## config.mk

```make
export PLATFORM = sky130hd
export DESIGN_NAME = splitmix64_bounded_rng
export DESIGN_NICKNAME = d
export VERILOG_FILES = /design/src/sv/srng_pkg.sv /design/src/sv/splitmix64_bounded_rng.sv /design/src/sv/srng_ucode_rom.sv /design/src/sv/srng_divider.sv /design/src/sv/srng_datapath.sv /design/src/sv/srng_sequencer.sv
export SDC_FILE = /design/constraint.sdc
export NUM_CORES = 2
export LEC_CHECK = 0
export ABC_AREA = 1
export BUFFER_PORTS_ARGS = -buffer_cell sky130_fd_sc_hd__buf_2
export CAP_MARGIN = 20
export CORE_ASPECT_RATIO = 0.8
export CORE_MARGIN = 5
export CORE_UTILIZATION = 30
export DETAILED_ROUTE_END_ITERATION = 16
export PLACE_DENSITY = 0.51
export SLEW_MARGIN = 20
export SYNTH_ARGS = -nofsm -noshare
export SYNTH_HDL_FRONTEND = slang
export SYNTH_SLANG_ARGS = --single-unit
export TNS_END_PERCENT = 10
```

## constraint.sdc

```tcl
create_clock -name clock -period 21.5 [get_ports clock]
set_input_delay 4.3 -clock clock [delete_from_list [all_inputs] [get_ports clock]]
set_output_delay 4.3 -clock clock [all_outputs]
set_load 0.01 [all_outputs]
```

## src/sv/srng_pkg.sv

```systemverilog
`default_nettype none
// ----------------------------------------------------------------------------
// srng_pkg
// Shared types, constants and microcode encodings for the bounded
// splitmix64 generator.
// ----------------------------------------------------------------------------
package srng_pkg;

   localparam int DATA_W = 64;
   localparam int HALF_W = DATA_W / 2;
   localparam int PC_W   = 6;

   localparam logic [DATA_W-1:0] GOLDEN_INC = 64'h9e3779b97f4a7c15;
   localparam logic [DATA_W-1:0] MIX_MUL_A  = 64'hbf58476d1ce4e5b9;
   localparam logic [DATA_W-1:0] MIX_MUL_B  = 64'h94d049bb133111eb;
   localparam int MIX_SHIFT_A = 30;
   localparam int MIX_SHIFT_B = 27;
   localparam int MIX_SHIFT_C = 31;

   localparam logic [1:0] OP_RAW     = 2'd0;
   localparam logic [1:0] OP_BOUNDED = 2'd1;
   localparam logic [1:0] OP_RESTART = 2'd2;

   // microprogram layout
   localparam logic [PC_W-1:0] RAW_ENTRY  = 6'd0;
   localparam logic [PC_W-1:0] RAW_OUT    = 6'd14;
   localparam logic [PC_W-1:0] BND_ENTRY  = 6'd15;
   localparam logic [PC_W-1:0] BND_WAIT_T = 6'd16;
   localparam logic [PC_W-1:0] BND_THR    = 6'd17;
   localparam logic [PC_W-1:0] BND_DRAW   = 6'd18;
   localparam logic [PC_W-1:0] BND_TEST   = 6'd32;
   localparam logic [PC_W-1:0] BND_DIV    = 6'd33;
   localparam logic [PC_W-1:0] BND_WAIT_V = 6'd34;
   localparam logic [PC_W-1:0] BND_OUT    = 6'd35;
   localparam logic [PC_W-1:0] RST_ENTRY  = 6'd36;
   localparam logic [PC_W-1:0] ERR_ENTRY  = 6'd37;
   localparam logic [PC_W-1:0] NOP_ENTRY  = 6'd38;
   localparam int DRAW_STEPS = 14;

   typedef struct packed {
      logic [1:0]        op;
      logic [DATA_W-1:0] bound;
   } req_type;

   typedef struct packed {
      logic [DATA_W-1:0] value;
      logic              error;
   } rsp_type;

   typedef enum logic [1:0] {ST_NONE, ST_SEED, ST_STEP} st_op_type;
   typedef enum logic [2:0] {Z_NONE, Z_XS30, Z_XS27, Z_XS31, Z_ACC} z_op_type;
   typedef enum logic [1:0] {MUL_NONE, MUL_LL, MUL_LH, MUL_HL} mul_op_type;
   typedef enum logic [1:0] {ACC_NONE, ACC_SET, ACC_ADDHI} acc_op_type;
   typedef enum logic [1:0] {DIV_NONE, DIV_THR, DIV_VAL} div_op_type;
   typedef enum logic [1:0] {OUT_ZERO, OUT_Z, OUT_REM, OUT_ERR} out_op_type;
   typedef enum logic [1:0] {BR_NEXT, BR_WAIT, BR_LESS, BR_DONE} br_type;
   typedef enum logic {SEQ_IDLE, SEQ_RUN} seq_state_type;

   typedef struct packed {
      st_op_type       st_op;
      z_op_type        z_op;
      mul_op_type      mul_op;
      logic            k_sel_b;
      acc_op_type      acc_op;
      div_op_type      div_op;
      logic            thr_load;
      out_op_type      out_op;
      br_type          br;
      logic [PC_W-1:0] target;
   } ctrl_type;

   typedef struct packed {
      logic div_busy;
      logic z_less_thr;
   } stat_type;

endpackage
`default_nettype wire

```

## src/sv/splitmix64_bounded_rng.sv

```systemverilog
`default_nettype none
// ----------------------------------------------------------------------------
// splitmix64_bounded_rng
// SplitMix64 generator with raw draws, unbiased bounded draws and restart.
// ----------------------------------------------------------------------------
// One request at a time, one result beat per request. A bounded draw runs
// two remainder computations on the bit-serial divider and one or more
// draws, each 14 microcode steps through one shared 32x32 multiplier plus
// the threshold test, repeated while a draw is rejected. The last step of a
// request also waits while a stalled result still holds the output register.
// A new request is taken as soon as the previous one has moved its result
// into the output register, even if that result is still stalled. The seed
// register may be written at any time and is used at the next restart.
module splitmix64_bounded_rng
   import srng_pkg::*;
(
   input  wire logic              clock,
   input  wire logic              reset,
   input  wire logic              req_valid,
   output logic                   req_stall,
   input  req_type                req_data,
   output logic                   rsp_valid,
   input  wire logic              rsp_stall,
   output rsp_type                rsp_data,
   input  wire logic              csr_valid,
   output logic                   csr_ready,
   input  wire logic [DATA_W-1:0] csr_data
);

   logic     accept;
   logic     step_en;
   logic     emit;
   logic     slot_free;
   ctrl_type ctrl;
   stat_type stat;
   rsp_type  result;
   logic     rsp_valid_ff, rsp_valid_in;
   rsp_type  rsp_ff, rsp_in;

   assign csr_ready = 1'b1;
   assign slot_free = !rsp_valid_ff || !rsp_stall;

   srng_sequencer u_sequencer (
      .clock     (clock),
      .reset     (reset),
      .req_valid (req_valid),
      .req_data  (req_data),
      .slot_free (slot_free),
      .stat      (stat),
      .req_stall (req_stall),
      .accept    (accept),
      .step_en   (step_en),
      .emit      (emit),
      .ctrl      (ctrl)
   );

   srng_datapath u_datapath (
      .clock    (clock),
      .reset    (reset),
      .csr_we   (csr_valid && csr_ready),
      .csr_data (csr_data),
      .accept   (accept),
      .bound    (req_data.bound),
      .step_en  (step_en),
      .ctrl     (ctrl),
      .stat     (stat),
      .result   (result)
   );

   always_comb begin
      rsp_valid_in = rsp_valid_ff;
      rsp_in       = rsp_ff;
      if (emit) begin
         rsp_valid_in = 1'b1;
         rsp_in       = result;
      end else if (!rsp_stall) begin
         rsp_valid_in = 1'b0;
      end
   end

   always_ff @(posedge clock) begin
      if (reset) begin
         rsp_valid_ff <= 1'b0;
      end else begin
         rsp_valid_ff <= rsp_valid_in;
      end
   end

   always_ff @(posedge clock) begin
      rsp_ff <= rsp_in;
   end

   assign rsp_valid = rsp_valid_ff;
   assign rsp_data  = rsp_ff;

   a_no_overwrite: assert property (@(posedge clock) disable iff (reset)
      emit |-> slot_free)
      else $error("result written over a stalled beat");

   a_error_zero: assert property (@(posedge clock) disable iff (reset)
      (rsp_valid_ff && rsp_ff.error) |-> (rsp_ff.value == '0))
      else $error("error beat carries a nonzero value");

endmodule
`default_nettype wire

```

## src/sv/srng_ucode_rom.sv

```systemverilog
`default_nettype none
// ----------------------------------------------------------------------------
// srng_ucode_rom
// Microprogram store: one control word per step address.
// ----------------------------------------------------------------------------
module srng_ucode_rom
   import srng_pkg::*;
(
   input  wire logic [PC_W-1:0] pc,
   output ctrl_type             ctrl
);

   localparam ctrl_type CTRL_IDLE = '{
      st_op: ST_NONE, z_op: Z_NONE, mul_op: MUL_NONE, k_sel_b: 1'b0,
      acc_op: ACC_NONE, div_op: DIV_NONE, thr_load: 1'b0, out_op: OUT_ZERO,
      br: BR_NEXT, target: '0};

   // one splitmix64 draw, 64x64 products built from three 32x32 partials
   function automatic ctrl_type draw_step(input logic [3:0] k);
      ctrl_type c;
      c = CTRL_IDLE;
      case (k)
         4'd0:  c.st_op = ST_STEP;
         4'd1:  c.z_op = Z_XS30;
         4'd2:  c.mul_op = MUL_LL;
         4'd3:  begin c.mul_op = MUL_LH; c.acc_op = ACC_SET; end
         4'd4:  begin c.mul_op = MUL_HL; c.acc_op = ACC_ADDHI; end
         4'd5:  c.acc_op = ACC_ADDHI;
         4'd6:  c.z_op = Z_ACC;
         4'd7:  c.z_op = Z_XS27;
         4'd8:  begin c.mul_op = MUL_LL; c.k_sel_b = 1'b1; end
         4'd9:  begin c.mul_op = MUL_LH; c.k_sel_b = 1'b1; c.acc_op = ACC_SET; end
         4'd10: begin c.mul_op = MUL_HL; c.k_sel_b = 1'b1; c.acc_op = ACC_ADDHI; end
         4'd11: c.acc_op = ACC_ADDHI;
         4'd12: c.z_op = Z_ACC;
         4'd13: c.z_op = Z_XS31;
         default: c = CTRL_IDLE;
      endcase
      return c;
   endfunction

   always_comb begin
      ctrl = CTRL_IDLE;
      if (pc inside {[RAW_ENTRY : RAW_OUT - 6'd1]}) begin
         ctrl = draw_step(4'(pc - RAW_ENTRY));
      end else if (pc inside {[BND_DRAW : BND_TEST - 6'd1]}) begin
         ctrl = draw_step(4'(pc - BND_DRAW));
      end else begin
         case (pc)
            RAW_OUT: begin
               ctrl.out_op = OUT_Z;
               ctrl.br     = BR_DONE;
            end
            BND_ENTRY:  ctrl.div_op = DIV_THR;
            BND_WAIT_T: ctrl.br = BR_WAIT;
            BND_THR:    ctrl.thr_load = 1'b1;
            BND_TEST: begin
               ctrl.br     = BR_LESS;
               ctrl.target = BND_DRAW;
            end
            BND_DIV:    ctrl.div_op = DIV_VAL;
            BND_WAIT_V: ctrl.br = BR_WAIT;
            BND_OUT: begin
               ctrl.out_op = OUT_REM;
               ctrl.br     = BR_DONE;
            end
            RST_ENTRY: begin
               ctrl.st_op = ST_SEED;
               ctrl.br    = BR_DONE;
            end
            ERR_ENTRY: begin
               ctrl.out_op = OUT_ERR;
               ctrl.br     = BR_DONE;
            end
            NOP_ENTRY:  ctrl.br = BR_DONE;
            default:    ctrl.br = BR_DONE;
         endcase
      end
   end

endmodule
`default_nettype wire

```

## src/sv/srng_divider.sv

```systemverilog
`default_nettype none
// ----------------------------------------------------------------------------
// srng_divider
// Bit-serial restoring divider, remainder only, one quotient bit per cycle.
// ----------------------------------------------------------------------------
module srng_divider
   import srng_pkg::*;
(
   input  wire logic              clock,
   input  wire logic              reset,
   input  wire logic              start,
   input  wire logic [DATA_W-1:0] dividend,
   input  wire logic [DATA_W-1:0] divisor,
   output logic                   busy,
   output logic [DATA_W-1:0]      rem
);

   localparam int CNT_W = $clog2(DATA_W + 1);

   logic [CNT_W-1:0]  count_ff, count_in;
   logic [DATA_W-1:0] dvd_ff, dvd_in;
   logic [DATA_W-1:0] dvs_ff, dvs_in;
   logic [DATA_W-1:0] rem_ff, rem_in;
   logic [DATA_W:0]   shifted;
   logic [DATA_W:0]   diff;

   assign busy = (count_ff != '0);
   assign rem  = rem_ff;

   always_comb begin
      shifted  = {rem_ff, dvd_ff[DATA_W-1]};
      diff     = shifted - {1'b0, dvs_ff};
      count_in = count_ff;
      dvd_in   = dvd_ff;
      dvs_in   = dvs_ff;
      rem_in   = rem_ff;
      if (start) begin
         count_in = CNT_W'(DATA_W);
         dvd_in   = dividend;
         dvs_in   = divisor;
         rem_in   = '0;
      end else if (busy) begin
         count_in = count_ff - 1'b1;
         dvd_in   = {dvd_ff[DATA_W-2:0], 1'b0};
         // no borrow means the trial subtraction fits
         rem_in   = (shifted >= {1'b0, dvs_ff}) ? diff[DATA_W-1:0] : shifted[DATA_W-1:0];
      end
   end

   always_ff @(posedge clock) begin
      if (reset) begin
         count_ff <= '0;
      end else begin
         count_ff <= count_in;
      end
   end

   always_ff @(posedge clock) begin
      dvd_ff <= dvd_in;
      dvs_ff <= dvs_in;
      rem_ff <= rem_in;
   end

   a_start_busy: assert property (@(posedge clock) disable iff (reset)
      start |=> busy)
      else $error("divider did not go busy after start");

   a_rem_below: assert property (@(posedge clock) disable iff (reset)
      $fell(busy) |-> (rem_ff < dvs_ff))
      else $error("divider remainder not below divisor");

endmodule
`default_nettype wire

```

## src/sv/srng_datapath.sv

```systemverilog
`default_nettype none
// ----------------------------------------------------------------------------
// srng_datapath
// Generator state, mixing registers, shared 32x32 multiplier, threshold
// register and the remainder unit, all driven by the control word.
// ----------------------------------------------------------------------------
module srng_datapath
   import srng_pkg::*;
(
   input  wire logic              clock,
   input  wire logic              reset,
   input  wire logic              csr_we,
   input  wire logic [DATA_W-1:0] csr_data,
   input  wire logic              accept,
   input  wire logic [DATA_W-1:0] bound,
   input  wire logic              step_en,
   input  ctrl_type               ctrl,
   output stat_type               stat,
   output rsp_type                result
);

   logic [DATA_W-1:0] seed_ff, seed_in;
   logic [DATA_W-1:0] state_ff, state_in;
   logic [DATA_W-1:0] z_ff, z_in;
   logic [DATA_W-1:0] prod_ff, prod_in;
   logic [DATA_W-1:0] acc_ff, acc_in;
   logic [DATA_W-1:0] thr_ff, thr_in;
   logic [DATA_W-1:0] bound_ff, bound_in;
   logic [DATA_W-1:0] stepped;
   logic [DATA_W-1:0] mix_k;
   logic [HALF_W-1:0] mul_a, mul_b;
   logic              div_start;
   logic [DATA_W-1:0] div_dividend;
   logic              div_busy;
   logic [DATA_W-1:0] div_rem;

   srng_divider u_divider (
      .clock    (clock),
      .reset    (reset),
      .start    (div_start),
      .dividend (div_dividend),
      .divisor  (bound_ff),
      .busy     (div_busy),
      .rem      (div_rem)
   );

   assign stat.div_busy   = div_busy;
   assign stat.z_less_thr = (z_ff < thr_ff);

   always_comb begin
      stepped      = state_ff + GOLDEN_INC;
      mix_k        = ctrl.k_sel_b ? MIX_MUL_B : MIX_MUL_A;
      mul_a        = z_ff[HALF_W-1:0];
      mul_b        = mix_k[HALF_W-1:0];
      case (ctrl.mul_op)
         MUL_LH:  mul_b = mix_k[DATA_W-1:HALF_W];
         MUL_HL:  mul_a = z_ff[DATA_W-1:HALF_W];
         default: mul_b = mix_k[HALF_W-1:0];
      endcase

      seed_in  = csr_we ? csr_data : seed_ff;
      bound_in = accept ? bound : bound_ff;
      state_in = state_ff;
      z_in     = z_ff;
      prod_in  = prod_ff;
      acc_in   = acc_ff;
      thr_in   = thr_ff;

      div_start    = 1'b0;
      div_dividend = z_ff;

      if (step_en) begin
         case (ctrl.st_op)
            ST_SEED: state_in = seed_ff;
            ST_STEP: begin
               state_in = stepped;
               z_in     = stepped;
            end
            default: state_in = state_ff;
         endcase
         case (ctrl.z_op)
            Z_XS30:  z_in = z_ff ^ (z_ff >> MIX_SHIFT_A);
            Z_XS27:  z_in = z_ff ^ (z_ff >> MIX_SHIFT_B);
            Z_XS31:  z_in = z_ff ^ (z_ff >> MIX_SHIFT_C);
            Z_ACC:   z_in = acc_ff;
            default: ;
         endcase
         if (ctrl.mul_op != MUL_NONE) begin
            prod_in = DATA_W'(mul_a) * DATA_W'(mul_b);
         end
         case (ctrl.acc_op)
            ACC_SET:   acc_in = prod_ff;
            // cross partials only reach the upper half
            ACC_ADDHI: acc_in = acc_ff + {prod_ff[HALF_W-1:0], {HALF_W{1'b0}}};
            default:   acc_in = acc_ff;
         endcase
         case (ctrl.div_op)
            DIV_THR: begin
               div_start    = 1'b1;
               div_dividend = '0 - bound_ff;
            end
            DIV_VAL: div_start = 1'b1;
            default: div_start = 1'b0;
         endcase
         if (ctrl.thr_load) begin
            thr_in = div_rem;
         end
      end
   end

   always_comb begin
      case (ctrl.out_op)
         OUT_Z:   result = '{value: z_ff, error: 1'b0};
         OUT_REM: result = '{value: div_rem, error: 1'b0};
         OUT_ERR: result = '{value: '0, error: 1'b1};
         default: result = '{value: '0, error: 1'b0};
      endcase
   end

   always_ff @(posedge clock) begin
      if (reset) begin
         seed_ff  <= '0;
         state_ff <= '0;
      end else begin
         seed_ff  <= seed_in;
         state_ff <= state_in;
      end
   end

   always_ff @(posedge clock) begin
      z_ff     <= z_in;
      prod_ff  <= prod_in;
      acc_ff   <= acc_in;
      thr_ff   <= thr_in;
      bound_ff <= bound_in;
   end

endmodule
`default_nettype wire

```

## src/sv/srng_sequencer.sv

```systemverilog
`default_nettype none
// ----------------------------------------------------------------------------
// srng_sequencer
// Step counter over the microprogram: dispatch on the request opcode,
// wait on the divider, retry on rejection, finish into the result slot.
// ----------------------------------------------------------------------------
module srng_sequencer
   import srng_pkg::*;
(
   input  wire logic clock,
   input  wire logic reset,
   input  wire logic req_valid,
   input  req_type   req_data,
   input  wire logic slot_free,
   input  stat_type  stat,
   output logic      req_stall,
   output logic      accept,
   output logic      step_en,
   output logic      emit,
   output ctrl_type  ctrl
);

   seq_state_type   state_ff, state_in;
   logic [PC_W-1:0] pc_ff, pc_in;
   logic [PC_W-1:0] entry;

   srng_ucode_rom u_rom (
      .pc   (pc_ff),
      .ctrl (ctrl)
   );

   always_comb begin
      case (req_data.op)
         OP_RAW:     entry = RAW_ENTRY;
         OP_BOUNDED: entry = (req_data.bound == '0) ? ERR_ENTRY : BND_ENTRY;
         OP_RESTART: entry = RST_ENTRY;
         default:    entry = NOP_ENTRY;
      endcase
   end

   always_ff @(posedge clock) begin
      if (reset) begin
         state_ff <= SEQ_IDLE;
         pc_ff    <= '0;
      end else begin
         state_ff <= state_in;
         pc_ff    <= pc_in;
      end
   end

   always_comb begin
      state_in  = state_ff;
      pc_in     = pc_ff;
      req_stall = (state_ff != SEQ_IDLE);
      accept    = 1'b0;
      step_en   = 1'b0;
      emit      = 1'b0;
      case (state_ff)
         SEQ_IDLE: begin
            if (req_valid) begin
               accept   = 1'b1;
               pc_in    = entry;
               state_in = SEQ_RUN;
            end
         end
         SEQ_RUN: begin
            // a finishing step holds until the result slot can take the beat
            step_en = (ctrl.br != BR_DONE) || slot_free;
            if (step_en) begin
               case (ctrl.br)
                  BR_WAIT: pc_in = stat.div_busy ? pc_ff : pc_ff + 1'b1;
                  BR_LESS: pc_in = stat.z_less_thr ? ctrl.target : pc_ff + 1'b1;
                  BR_DONE: begin
                     emit     = 1'b1;
                     state_in = SEQ_IDLE;
                  end
                  default: pc_in = pc_ff + 1'b1;
               endcase
            end
         end
         default: state_in = SEQ_IDLE;
      endcase
   end

endmodule
`default_nettype wire
```

# After elaboration in Yosys (flattened, before gate mapping)

Index checks and enable logic that the tools add are counted.

Bits of input ports: 135
Flip-flop bits (word level): 720
Word-level logic and storage cells: 191
Output and inout bits: 68

Mux-type cells: 56
Equality and inequality tests: 62
Bitwise logic cells: 4
$mul: 1
Add/subtract/negate cells: 7
Magnitude comparators: 6
Reduce and logical (&&, ||, !) cells: 38

Operators by type and width:

| kind                                                                | count |
|---|---|
| 64-bit 2-to-1 mux                                                   | 6 |
| 64-bit case mux with 2 select lines                                 | 2 |
| 64-bit case mux with 4 select lines                                 | 1 |
| 65-bit case mux with 3 select lines                                 | 1 |
| 65-bit by 64-bit greater-or-equal comparator with 1-bit output      | 1 |
| 64-bit adder                                                        | 1 |
| 64-bit adder, second input constant                                 | 1 |
| 64-bit zero test                                                    | 1 |
| 64-bit less-than comparator                                         | 1 |
| 32-bit by 32-bit multiplier with 64-bit output                      | 1 |
| 32-bit 2-to-1 mux                                                   | 2 |
| 1-bit by 64-bit subtractor with 64-bit output, first input constant | 1 |
| 64-bit subtractor                                                   | 1 |
| 64-bit by 33-bit XOR with 64-bit output                             | 1 |
| 64-bit by 34-bit XOR with 64-bit output                             | 1 |
| 64-bit by 37-bit XOR with 64-bit output                             | 1 |
| 62-bit 2-to-1 mux                                                   | 1 |
| 4-bit == test, second input constant                                | 12 |
| 6-bit == test, second input constant                                | 6 |
| 6-bit case mux with 3 select lines                                  | 2 |
| 4-bit by 3-bit == test with 1-bit output, second input constant     | 8 |
| 6-bit 2-to-1 mux                                                    | 5 |
| 2-bit case mux with 3 select lines                                  | 4 |
| 3-bit case mux with 4 select lines                                  | 2 |
| other kinds (43)                                                    | 111 |

# Longest topological paths before layout

Word-level depth: 11
Mapped depth: 48
Depth with buffers taken out: 46

# Modules after synthesis

From an unflattened synthesis, not the netlist that was laid out.

Cells, all modules: 9828
Area, all modules: 76465.8 µm²

Modules (own cells, without submodules):

| module                 | area an instance (µm²) | times used | cells each |
|---|---|---|---|
| srng_datapath          | 58756.4                | 1          | 7314 |
| srng_divider           | 14351.3                | 1          | 2176 |
| splitmix64_bounded_rng | 2001.9                 | 1          | 71 |
| srng_sequencer         | 739.5                  | 1          | 142 |
| srng_ucode_rom         | 616.8                  | 1          | 125 |

# Worst setup path after synthesis

Ideal clock, no wire load.

Path type: reg2reg
Start: register u_sequencer.pc_ff[2]
End: register u_datapath.prod_ff[56], data pin
Cell stages (with the launch flop): 40
Required time: 21.240 ns
Setup slack: 12.605 ns
Data arrival time: 8.635 ns
Path buffers: 4
Clock period less this slack: 8.895 ns
Library setup time: 0.260 ns
Path through: dfxtp_1 -> inv_2 -> ha_1 -> inv_1 -> nor2_4 -> nand2_1 -> nand2_1 -> a21oi_2 -> nand2_2 -> nand4_1 -> buf_2 -> buf_2 -> inv_1 -> ha_1 -> clkbuf_1 -> clkbuf_1 -> nor2_1 -> fa_1 -> (+4 left out) -> inv_1 -> fa_1 -> inv_1 -> fa_1 -> inv_1 -> fa_1 -> fa_1 -> ha_1 -> nand2_1 -> nor2_1 -> inv_1 -> nor2_1 -> inv_1 -> nor2_1 -> a21oi_1 -> or2_2 -> nand3_1 -> xor2_1

Longest elaborated chain between the ends: 9

RTL lines:

| what                                                                             | RTL line                                 | RTL |
|---|---|---|
| start: declaration                                                               | srng_sequencer.sv:24                     | `logic [PC_W-1:0] pc_ff, pc_in;` |
| start signal: assignment                                                         | srng_sequencer.sv:47                     | `pc_ff <= pc_in;` |
| 4-bit by 2-bit subtractor with 4-bit output                                      | srng_ucode_rom.sv:47                     | `ctrl = draw_step(4'(pc - BND_DRAW));` |
| 4-bit == test (tied with other cells)                                            | srng_ucode_rom.sv:22                     | `case (k)` |
| 2-bit OR reduction (no source line) / 3-bit OR reduction (equally long branches) | --                                       |  |
| 2-bit case mux with 3 select lines / 1-bit 2-to-1 mux (equally long branches)    | srng_ucode_rom.sv:22                     |  |
| 8-bit 2-to-1 mux                                                                 | srng_ucode_rom.sv:46                     | `end else if (pc inside {[BND_DRAW : BND_TEST - 6'd1]}) begin` |
| 23-bit 2-to-1 mux *                                                              | srng_ucode_rom.sv:44                     | `if (pc inside {[RAW_ENTRY : RAW_OUT - 6'd1]}) begin` |
| 2-bit == test / 62-bit 2-to-1 mux (equally long branches)                        | srng_datapath.sv:55, srng_datapath.sv:52 |  |
| 32-bit 2-to-1 mux                                                                | srng_datapath.sv:55                      | `case (ctrl.mul_op)` |
| 32-bit by 32-bit multiplier with 64-bit output *                                 | srng_datapath.sv:89                      | `prod_in = DATA_W'(mul_a) * DATA_W'(mul_b);` |
| end signal: assignment                                                           | srng_datapath.sv:132                     | `prod_ff <= prod_in;` |
| end: declaration                                                                 | srng_datapath.sv:25                      | `logic [DATA_W-1:0] prod_ff, prod_in;` |

Mark *: on every way between the ends. The rest lies on a longest branch, timed or not.
A chain may end at the register's enable or synchronous reset.

# Worst setup path after layout

Start: register u_sequencer.pc_ff[0]
End: register u_datapath.prod_ff[42], data pin

The elaborated chain is that of the path after synthesis.

==> results.cfg <==
[run_status]
outcome = complete, no violations

[synth]
avgSynthCellArea_um2 = 7.96
syn_inst = 9420
synth-edff-count = 513
ys.flop_type = edfxtp_1
yosys.area.top_type = fa_1
synth_top_area_share_pct = 21.4
synthArstFlopShare_pct = 0
syn-num-nets = 10900
syn_area_um2 = 75000
ys_ff_latch = 720
ys_top_cells_by_area = fa_1 (21%), edfxtp_1 (21%), inv_1 (9.8%)
yosysUniqueCellTypes = 57
ys_seq_area_share_pct = 26.1
yosysWarnings = 0

[clocking]
post-cts-setup-buffers = 0
cts_hold_buf = 0
cts_resized = 0
cts_tree = yes
numCtsBuffers = 85
htree_levels = 3
root_buffer = clkbuf_16
clock_latency_ns = 0.74
clockBufferDepth = 3
clock-sinks = 720
path_clk_slew_ns = 0.07

[die]
start_util_pct = 30.1
die_area_um2 = 260000
coreArea_um2 = 249000
placementRows = 164
die_w_um = 569
num_io_pins = 203
die_h_um = 457

[worst_setup_path]
critPathKind = flip-flop to flip-flop
reg2reg_depth = 31
cp_slowest_cell = clkinv_1
cpPeakStageDelay_ns = 0.87
worstPathRequired_ns = 21.96
cp-start-kind = flip-flop
crit_top_cell = fa_1
worst_setup_path_end_kind = flip-flop
cp.arrival_ns = 12.55
critPathMaxFanout = 22

[worst_hold_path]
hold_path_class = flip-flop to flip-flop
holdPathStages = 0

[global_routing]
grt_pass1_vias = 65000
overflow = 0
grt_antenna_before_repair = 32
grt_first_pass_wirelength_mm = 483
track_usage_pct = 25.7
grt_max_degree = 90

[timing]
tns_ns = 0
hold_viol_final = 0
clock.fmax_mhz = 82.8
fin_crit_ns = 12.08
finalCritPeriodShare_pct = 56.2
tightest_slew_ns = 1.13
slew_violations = 0
finalSetupViolCount = 0
grt_setup_unrepaired = no
fin_skew_ns = 0.0645
slew_headroom_pct = 23.6

[placement]
io_buffers = 201
dp_hpwl_mm = 285
gp_routability_congestion = 1.01

[detailed_routing]
vias = 66400
routedWlPerCell_um = 26.4
ant_nets = 0
viasPerCell = 5.12
firstDrtPassIters = 7
finalWirelength_mm = 342
remaining_drc_errors = 0
drtIter0Drc = 8219

[layout]
fill_cells = 26700
final_layout_size_suffix_gt1_share_pct = 6.11
mostFrequentLayoutCells = inv_1 (1947), nand2_1 (1860), nor2_1 (1094), fa_1 (803), ha_1 (527)
final_common_cell = inv_1
final_nets = 11000
syn_to_final_growth_pct = 10.6
ff_latch_area_um2 = 19500
multiInputGateArea_um2 = 46900

[run]
drv_cap = 0
-- routing by layer --
| layer | up-vias | routed length [µm] | GRT usage [%] |
|---|---|---|---|
| met2 | 3141 | 136000 | 36.0 |
| met3 | 355 | 34500 | 6.51 |
| met4 | 10 | 6440 | 4.34 |
| li1 | 29700 | - | - |
| met1 | 33100 | 165000 | 39.7 |
| met5 | - | 56 | 0 |
-- synth_stat cells (41+ instances only) --
master    count
nand4_1      84
nand2_1    1864
inv_1      1951
buf_2        75
o21ai_1      44
nor3_1       84
fa_1        803
o21ai_0     362
nor2_1     1099
xor2_1      199
o22ai_1      71
inv_2        41
dfxtp_1     207
nand3_1     483
edfxtp_1    513
a21oi_1     401
xnor2_1      97
clkbuf_1    127
ha_1        530
-- worst max-delay path, delay by kind of cell, from the launching register on --
family	cells	cell delay (ns)
fa+ha+maj	11	5.64
flops	1	0.37
compound gates	2	0.46
buf+inv	7	1.87
xor+xnor	1	0.48
simple gates	10	2.94
-- path summary, 6_finish.rpt --
check | endpoint | slack, ns | startpoint
worst min register to register | u_datapath.u_divider.dvs_ff[34]$_DFFE_PP_ | 0.44 | u_datapath.bound_ff[34]$_DFFE_PP_
worst min-delay path | u_datapath.u_divider.dvs_ff[34]$_DFFE_PP_ | 0.44 | u_datapath.bound_ff[34]$_DFFE_PP_
worst max-delay path | u_datapath.prod_ff[42]$_DFFE_PP_ | 9.42 | u_sequencer.pc_ff[0]$_SDFFE_PP0P_
worst max register to register | u_datapath.prod_ff[42]$_DFFE_PP_ | 9.42 | u_sequencer.pc_ff[0]$_SDFFE_PP0P_
-- registers in the layout, summed over array words and instances, names as in the netlist --
signal                         flops
u_datapath.acc_ff                 64
u_datapath.bound_ff               64
u_datapath.state_ff               64
u_sequencer.pc_ff                  6
u_datapath.u_divider.count_ff      7
u_datapath.thr_ff                 64
u_datapath.seed_ff                64
u_datapath.u_divider.dvs_ff       64
u_datapath.u_divider.rem          64
u_datapath.z_ff                   64
u_datapath.u_divider.dvd_ff       64
rsp_data                          65
u_sequencer.req_stall              1
u_datapath.prod_ff                64
rsp_valid                          1
-- layout make-up --
type                            count  area share, %
Timing Repair Buffer              294           2.06
Sequential cell                   720           23.6
Clock buffer                      104           2.82
Tap cell                         3320           5.01
Inverter                         1995           9.03
Multi-Input combinational cell   6460           56.6
Antenna cell                       12         0.0362
Clock inverter                     55          0.933
-- logic make-up after synthesis --
| logic type | synth area share, % |
|---|---|
| flip-flops | 26.1 |
| XOR/XNOR | 3.46 |
| AND/OR/NAND/NOR | 20.5 |
| other | 0.00500 |
| multiplexers | 0.0667 |
| buffers and inverters | 11.5 |
| AO/OA/AOI/OAI | 8.05 |
| adder cells (fa/ha/maj) | 30.3 |
-- metrics by stage --
step	cell area (µm²)	utilization [%]	worst slack, ns	cells	hold slack, ns
after floorplan	75000	-	12.61	9420	0.426
after global placement	79800	32.0	9.60	12800	0.443
after detailed placement	79800	32.0	9.66	12800	0.447
after CTS	82900	33.3	9.57	12900	0.437
after global routing	82900	33.3	8.96	12900	0.454
final	83000	33.3	9.42	13000	0.437
Power is left out: the tool's default activity adds up to more than one toggle a clock period on the data nets, which glitch-free logic cannot reach.
